**config.mk**
```make
export PLATFORM = sky130hd
export DESIGN_NAME = filename_wildcard_matcher
export DESIGN_NICKNAME = d
export VERILOG_FILES = /design/src/fwm_pkg.sv /design/src/filename_wildcard_matcher.sv
export SDC_FILE = /design/constraint.sdc
export NUM_CORES = 1
export LEC_CHECK = 0
export BUFFER_PORTS_ARGS = -buffer_cell sky130_fd_sc_hd__buf_4
export CORE_MARGIN = 2
export CORE_UTILIZATION = 55
export CTS_CLUSTER_DIAMETER = 60
export CTS_CLUSTER_SIZE = 28
export DETAILED_ROUTE_END_ITERATION = 8
export PLACE_DENSITY = 0.79
export SLEW_MARGIN = 20
export SYNTH_ARGS = -nofsm -noshare
export SYNTH_HDL_FRONTEND = slang
export SYNTH_SLANG_ARGS = --single-unit
```
**constraint.sdc**
```tcl
create_clock -name aclk -period 3.84 [get_ports aclk]
set_clock_uncertainty 0.15 [all_clocks]
set_input_delay 0.576 -clock aclk [delete_from_list [all_inputs] [get_ports aclk]]
set_output_delay 0.576 -clock aclk [all_outputs]
set_load 0.02 [all_outputs]
```
**src/fwm_pkg.sv**
```systemverilog
// Package for the filename wildcard matcher: pattern limits, wildcard
// character codes, register indexes and the sequencer state type.
// No dependencies.
package fwm_pkg;

    localparam int PATTERN_MAX = 12;
    localparam int POS_W       = 4;
    localparam int CHAR_W      = 8;
    localparam int CFG_INDEX_W = 2;
    localparam int CFG_DATA_W  = 32;

    localparam logic [CHAR_W-1:0] CH_ANY_ONE = 8'h3F;
    localparam logic [CHAR_W-1:0] CH_ANY_RUN = 8'h2A;
    localparam logic [CHAR_W-1:0] CH_DOT     = 8'h2E;
    localparam logic [CHAR_W-1:0] CH_NUL     = 8'h00;

    localparam logic [CFG_INDEX_W-1:0] REG_CHARS_0_3  = 2'd0;
    localparam logic [CFG_INDEX_W-1:0] REG_CHARS_4_7  = 2'd1;
    localparam logic [CFG_INDEX_W-1:0] REG_CHARS_8_11 = 2'd2;
    localparam logic [CFG_INDEX_W-1:0] REG_LENGTH     = 2'd3;

    typedef enum logic [1:0] {
        ST_IDLE,
        ST_RUN,
        ST_FINISH
    } state_t;

endpackage

```
**src/filename_wildcard_matcher.sv**
```systemverilog
// Filename wildcard matcher top level: pattern registers, match sequencer
// and output register. Depends on fwm_pkg.
//
// Each accepted item is worked on one pattern position per cycle by a single
// compare unit. A nonzero character is worked in the run state, one step per
// pattern position stepped plus a final compare or end-of-pattern check (a dot
// may walk over up to twelve wildcards), and s_ready is low meanwhile. Once
// the name has failed, characters are absorbed in the idle state without
// entering the run state. The zero end item skips each trailing wildcard or
// dot in turn, then writes the verdict into the output register. The next
// item is accepted while a verdict still waits on m_valid; only a second end
// item waits for that slot to drain.
// Configuration writes are always accepted (cfg_ready is tied high).
module filename_wildcard_matcher
    import fwm_pkg::*;
(
    input  logic                   aclk,
    input  logic                   aresetn,
    input  logic                   cfg_valid,
    output logic                   cfg_ready,
    input  logic [CFG_INDEX_W-1:0] cfg_index,
    input  logic [CFG_DATA_W-1:0]  cfg_data,
    input  logic                   s_valid,
    output logic                   s_ready,
    input  logic [CHAR_W-1:0]      s_test_char,
    output logic                   m_valid,
    input  logic                   m_ready,
    output logic                   m_match
);

    logic [CFG_DATA_W-1:0] chars_0_3_reg, chars_4_7_reg, chars_8_11_reg;
    logic [POS_W-1:0]      length_reg;

    state_t                state_reg, state_next;
    logic [POS_W-1:0]      pos_reg, pos_next;
    logic                  failed_reg, failed_next;
    logic [CHAR_W-1:0]     char_reg, char_next;
    logic                  m_valid_reg, m_valid_next;
    logic                  m_match_reg, m_match_next;

    logic [CHAR_W-1:0]      pat [PATTERN_MAX];
    logic [POS_W-1:0]       len_eff;
    logic [PATTERN_MAX-1:0] cut_mask;
    logic [PATTERN_MAX-1:0] le_mask;
    logic                   at_end;
    logic [CHAR_W-1:0]      p;
    logic                   s_fire;

    assign cfg_ready = 1'b1;
    assign s_ready   = (state_reg == ST_IDLE);
    assign s_fire    = s_valid && s_ready;
    assign m_valid   = m_valid_reg;
    assign m_match   = m_match_reg;

    always_ff @(posedge aclk) begin
        if (!aresetn) begin
            chars_0_3_reg  <= '0;
            chars_4_7_reg  <= '0;
            chars_8_11_reg <= '0;
            length_reg     <= '0;
        end else if (cfg_valid) begin
            unique case (cfg_index)
                REG_CHARS_0_3:  chars_0_3_reg  <= cfg_data;
                REG_CHARS_4_7:  chars_4_7_reg  <= cfg_data;
                REG_CHARS_8_11: chars_8_11_reg <= cfg_data;
                REG_LENGTH:     length_reg     <= cfg_data[POS_W-1:0];
                default: ;
            endcase
        end
    end

    // Pattern view and end-of-pattern test at the current position.
    always_comb begin
        for (int i = 0; i < 4; i++) begin
            pat[i]     = chars_0_3_reg[i*CHAR_W +: CHAR_W];
            pat[i + 4] = chars_4_7_reg[i*CHAR_W +: CHAR_W];
            pat[i + 8] = chars_8_11_reg[i*CHAR_W +: CHAR_W];
        end
        len_eff = (length_reg > POS_W'(PATTERN_MAX)) ? POS_W'(PATTERN_MAX) : length_reg;
        for (int i = 0; i < PATTERN_MAX; i++) begin
            cut_mask[i] = (POS_W'(i) >= len_eff) || (pat[i] == CH_NUL);
            le_mask[i]  = (POS_W'(i) <= pos_reg);
        end
        at_end = (pos_reg >= POS_W'(PATTERN_MAX)) || (|(cut_mask & le_mask));
        p      = at_end ? CH_NUL : pat[pos_reg];
    end

    always_ff @(posedge aclk) begin
        if (!aresetn) begin
            state_reg   <= ST_IDLE;
            pos_reg     <= '0;
            failed_reg  <= 1'b0;
            m_valid_reg <= 1'b0;
        end else begin
            state_reg   <= state_next;
            pos_reg     <= pos_next;
            failed_reg  <= failed_next;
            m_valid_reg <= m_valid_next;
        end
    end

    always_ff @(posedge aclk) begin
        char_reg    <= char_next;
        m_match_reg <= m_match_next;
    end

    always_comb begin
        state_next   = state_reg;
        pos_next     = pos_reg;
        failed_next  = failed_reg;
        char_next    = char_reg;
        m_match_next = m_match_reg;
        m_valid_next = m_valid_reg && !m_ready;

        unique case (state_reg)
            ST_IDLE: begin
                if (s_fire) begin
                    char_next = s_test_char;
                    if (s_test_char == CH_NUL) begin
                        state_next = ST_FINISH;
                    end else if (!failed_reg) begin
                        state_next = ST_RUN;
                    end
                end
            end
            ST_RUN: begin
                if (at_end) begin
                    failed_next = 1'b1;
                    state_next  = ST_IDLE;
                end else if (p == CH_ANY_ONE) begin
                    pos_next = pos_reg + POS_W'(1);
                    if (char_reg != CH_DOT) begin
                        state_next = ST_IDLE;
                    end
                end else if (p == CH_ANY_RUN) begin
                    if (char_reg != CH_DOT) begin
                        state_next = ST_IDLE;
                    end else begin
                        pos_next = pos_reg + POS_W'(1);
                    end
                end else if (p == char_reg) begin
                    pos_next   = pos_reg + POS_W'(1);
                    state_next = ST_IDLE;
                end else begin
                    failed_next = 1'b1;
                    state_next  = ST_IDLE;
                end
            end
            ST_FINISH: begin
                if (!at_end && (p == CH_ANY_ONE || p == CH_ANY_RUN || p == CH_DOT)) begin
                    pos_next = pos_reg + POS_W'(1);
                end else if (!m_valid_next) begin
                    m_valid_next = 1'b1;
                    m_match_next = !failed_reg && at_end;
                    pos_next     = '0;
                    failed_next  = 1'b0;
                    state_next   = ST_IDLE;
                end
            end
            default: state_next = ST_IDLE;
        endcase
    end

endmodule

```
# After elaboration in Yosys (flattened, before gate mapping)
# Cells that the tools add are included.
[totals]
output_inout_bits = 4
wordCells = 143
register_bits = 117
in_bits = 47
[classes]
mux = 32
magnitude_cmp = 27
bitwise_logic = 4
n_eq_ne = 21
reduce_logical = 48
n_addsub = 1
[op_table]
columns = ["op", "count"]
rows = [
  ["$logic_not 8->1", 13],
  ["$bmux 8 s4", 1],
  ["$mux 4", 8],
  ["$eq 8x6->1 const B", 3],
  ["$mux 8", 3],
  ["$mux 2", 9],
  ["$ge 3x4->1 const A", 4],
  ["$ge 4x4->1 const A", 4],
  ["$le 3x4->1 const A", 4],
  ["$le 4x4->1 const A", 4],
  ["$logic_or 1x1->1", 15],
  ["$and 12x12->12", 1],
  ["$ne 3x3->1 const B", 4],
  ["$reduce_or 12->1", 1],
  ["$reduce_and 2->1", 5],
  ["$eq 8x8->1", 1],
  ["$ge 1x4->1 const A", 2],
  ["$ge 2x4->1 const A", 2],
  ["$le 1x4->1 const A", 2],
  ["$le 2x4->1 const A", 2],
  ["$mux 1", 8],
  ["$ne 4x4->1 const B", 2],
  ["$ne 8x6->1 const B", 1],
  ["$pmux 4 s2", 1],
  ["other kinds (21)", 33],
]

# Longest topological paths before layout
[logic_depth]
ltp_word = 14
mapped_depth = 14

# Least setup slack after synthesis
# No wires, ideal clock.
[synth_path]
path_kind = "flip-flop to flip-flop"
from = "reg pos_reg[0]"
to = "reg pos_reg[1]"
slack_ns = 0.501
period_less_slack_ns = 3.339
path_stages_with_launch = 15
setup_time_ns = 0.117
path_buffers = 4
arrival_ns = 3.071
cell_sequence = "dfxtp_1 buf_6 buf_12 buf_6 inv_1 ha_1 or3_1 a222oi_1 and4bb_1 buf_2 o21ai_0 nor4_2 nand3_2 and2_4 a32o_1"
[synth_via]
elab_chain_cells = 11
elab_cells_between_ends = 42
[synth_rtl]
columns = ["item", "line", "source"]
rows = [
  ["from (decl)", "filename_wildcard_matcher.sv:35", "logic [POS_W-1:0] pos_reg, pos_next;"],
  ["from (signal assigned)", "filename_wildcard_matcher.sv:96", "pos_reg <= pos_next;"],
  ["$le 1x4->1 (tied with other cells)", "filename_wildcard_matcher.sv:82", "le_mask[i] = (POS_W'(i) <= pos_reg);"],
  ["$and 12x12->12 / $bmux 8 s4 (equally long branches)", "filename_wildcard_matcher.sv:84, filename_wildcard_matcher.sv:85", ""],
  ["$reduce_or 12->1 / $mux 8 (equally long branches)", "filename_wildcard_matcher.sv:84, filename_wildcard_matcher.sv:85", ""],
  ["$logic_or 1x1->1 / $mux 8 (equally long branches)", "filename_wildcard_matcher.sv:84, filename_wildcard_matcher.sv:85", ""],
  ["$mux 8", "filename_wildcard_matcher.sv:85", "p = at_end ? CH_NUL : pat[pos_reg];"],
  ["$eq 8x6->1, on equally long branches", "filename_wildcard_matcher.sv:130, filename_wildcard_matcher.sv:150, filename_wildcard_matcher.sv:135", ""],
  ["$logic_or 1x1->1 (2 in series)", "filename_wildcard_matcher.sv:150", "if (!at_end && (p == CH_ANY_ONE || p == CH_ANY_RUN || p == CH_DOT)) begin"],
  ["$logic_and 1x1->1", "filename_wildcard_matcher.sv:150", ""],
  ["$ne 3x3->1 (no line) / $mux 4 (equally long branches)", "--", ""],
  ["$reduce_and 5->1 (no line) / $pmux 4 s2 (equally long branches)", "--", ""],
]
# Several ways; a longest one is shown, not always the timed one. The select of a mux whose other input is x is not followed.
# A chain may end at the register's enable or synchronous reset.

# Worst setup path in the final report
# Ends and elaborated chain as after synthesis.

==> flow_summary.json <==
{
  "post-cts-setup-buffer-count": 0,
  "path_delay_family": "compound AO/OA/AOI/OAI gates",
  "p_leak_nw": 2.59,
  "rsz0062_at_grt": "no",
  "hold_viol": 0,
  "grt_overflow": 0,
  "ant_nets": 0,
  "drive_gt1_frac": 0.176,
  "portBuffers": 49,
  "cpMaxStageDelayCell": "mux4_1",
  "cts.htree.levels": 4,
  "crit_path_end_kind": "register",
  "ys_types": 73,
  "synthesis.nets": 754,
  "via_per_inst": 6.43,
  "fill_cells": 846,
  "diodes": 0,
  "synth_cells": 700,
  "relSlewSlack": 0.398,
  "clk_pin_slew_worst_paths_ns": 0.05,
  "area_growth_pct": 17.3,
  "vdd_drop_max_mv": 0.420,
  "vias": 5659,
  "synth_warnings": 0,
  "critPathLaunchType": "register",
  "dr.pass1.iters": 5,
  "min_period_over_period": 0.951,
  "timing.final.ws_setup_ns": 0.187,
  "row_count": 37,
  "tightest_slew_ns": 0.903,
  "slew_viol_final": 0,
  "worst_hold_path_type": "input port to register",
  "outcome": "finished clean",
  "synth_seq_cells": 117,
  "async_flop_share": 0,
  "initial_utilization": 0.569,
  "grt_pass1_vias": 5260,
  "pre_cts_slack_ns": 0.140,
  "syn_area_sq_mm": 0.00590,
  "cts.sinks": 117,
  "fmax_mhz": 274,
  "core_area_sq_mm": 0.0104,
  "routed_wl_um": 17700,
  "critPathKind": "register to register",
  "synth_edf_count": 9,
  "die_area_sq_mm": 0.0116,
  "final_nets": 786,
  "grt_max_degree": 68,
  "slowest_delay_ns": 0.58,
  "setup_tns_ns": 0,
  "drt_iter0_drc": 552,
  "place_congestion": 1.06,
  "cts_made_buffers": 17,
  "cts-root-buf": "clkbuf_8",
  "ys_seq_area_frac": 0.412,
  "syn_area_per_cell_sq_um": 8.43,
  "antenna_found_initial": 0,
  "drc_errors": 0,
  "setup_violations": 0,
  "crit_fanout": 26,
  "die_h_um": 108,
  "worst_ep_arrival_time_ns": 3.93,
  "cts_buffer_depth": 2,
  "grtUsageTotal": 0.322,
  "period_needed_ns": 3.65,
  "crit_chain": "buf_12 -> mux4_1 -> a22o_1 -> a21oi_1 -> o22ai_1 -> o211a_1 -> nor4_2 -> nand3_2 -> and2_4 -> a32o_1",
  "crit_buf_inv": 1,
  "grt_first_pass_wirelength_um": 28000,
  "worstPathRequired_ns": 4.12,
  "die_w_um": 108,
  "dp_hpwl_um": 12500,
  "maxCapViolCount": 0,
  "clk_latency_ns": 0.54,
  "power.density_mw_per_mm2": 525,
  "tritoncts": "built",
  "routedWlPerCell_um": 20.1,
  "synth_flop_cell": "dfxtp_1",
  "num_io_pins": 51
}
## final cells by class
type                            instances  area [sq um]  area share
Clock inverter                          7          90.1      0.0130
Multi-Input combinational cell        528          3220       0.465
Sequential cell                       117          2430       0.352
Tap cell                              136           170      0.0246
Inverter                                8          31.3     0.00452
Clock buffer                           24           512      0.0739
Timing Repair Buffer                   60           463      0.0669
## placed cells by master (no fill, tap or decap), drive strengths merged, types with 4 or more instances in the layout
| cell type | n |
|---|---|
| nand3 | 7 |
| clkbuf | 24 |
| nor2 | 16 |
| clkinv | 5 |
| or4 | 7 |
| nor2b | 4 |
| dfxtp | 108 |
| buf | 60 |
| inv | 8 |
| a21oi | 118 |
| mux4 | 23 |
| nor4 | 26 |
| ha | 7 |
| mux2i | 6 |
| o22ai | 9 |
| edfxtp | 9 |
| nand2b | 5 |
| o211ai | 4 |
| o21ai | 10 |
| nor3 | 4 |
| a22o | 5 |
| nand2 | 217 |
| and2 | 4 |
## stage by stage
stage                     instance area (sq um)  total power, mW  utilization  cells  hold WS, ns
after floorplan                            5900             1.89            -    700        0.289
after global placement                     6320             2.04        0.609    849        0.304
after detailed placement                   6320             2.06        0.609    849        0.320
after CTS                                  6920             3.64        0.667    880       0.0501
after global routing                       6920             3.77        0.667    880       0.0593
final                                      6920             3.64        0.667    880       0.0729
## synth_stat cells, drive strengths merged (3+ instances only)
cell	count	share of area
nor2b	4	0.0042
a21oi	118	0.10
edfxtp	9	0.046
clkbuf	38	0.024
nand3b	3	0.0038
inv	8	0.0051
buf	9	0.014
nand2b	5	0.0053
a22o	5	0.0074
mux4	23	0.092
nand3	7	0.0068
mux2i	6	0.010
nor3	4	0.0034
o21ai	10	0.0085
or2	3	0.0032
nand2	217	0.14
ha	7	0.015
o211ai	4	0.0059
dfxtp	108	0.37
nor2	16	0.010
o32ai	3	0.0057
or4	7	0.0095
a22oi	3	0.0047
o22ai	9	0.0095
and2	4	0.0047
nor4	26	0.029
## per-layer routing
layer  part of all wire  vias up  track usage  wire length [um]
li1                   -     2574            -                 -
met1               0.41     2663        0.423              7170
met2               0.45      371        0.488              8010
met3               0.11       51       0.0878              1870
met4              0.034        0        0.162               605
met5                  0        -            0                 0
## worst reg2reg max path, cell delays in order (launching register included)
cell and delay, ns:
dfxtp_1 0.44, buf_12 0.23, mux4_1 0.60, a22o_1 0.24, a21oi_1 0.38, o22ai_1 0.14, o211a_1 0.24, nor4_2 0.51
nand3_2 0.17, and2_4 0.20, a32o_1 0.24
## worst paths after layout
path / to / from / cells past startpoint / slack [ns]
worst min-delay path: char_reg[6]$_DFFE_PP_ / s_test_char[6] / 1 / 0.07
worst max register to register: pos_reg[1]$_SDFFE_PN0P_ / pos_reg[0]$_SDFFE_PN0P_ / 10 / 0.19
worst min register to register: chars_8_11_reg[8]$_SDFFE_PN0P_ / chars_8_11_reg[8]$_SDFFE_PN0P_ / 2 / 0.33
worst max-delay path: pos_reg[1]$_SDFFE_PN0P_ / pos_reg[0]$_SDFFE_PN0P_ / 10 / 0.19
## kinds of logic after synthesis
group                      count (synthesis)  synth area share
AOI/OAI and AO/OA                        178             0.184
xor gates and xnor gates                   2           0.00297
DFF                                      117             0.412
other                                      1          0.000635
buffers and inverters                     55            0.0432
muxes                                     31             0.106
adders and majority gates                  7            0.0148
and+or+nand+nor                          309             0.237
## timing repair
item | 4_1_cts | 5_1_grt
endpoints found under the setup margin | 0 | 6
resized for setup | 0 | 1
endpoints found under the hold margin | 0 | 0
hold buffers | 0 | 0
## where the power goes
group	internal [mW]	switching (mW)	total (mW)	leakage (nW)
sequential	1.30	0.102	1.41	0.964
combinational	0.310	0.330	0.640	1.32
clock	1.04	0.547	1.59	0.302
(Power assumes the default switching activity.)
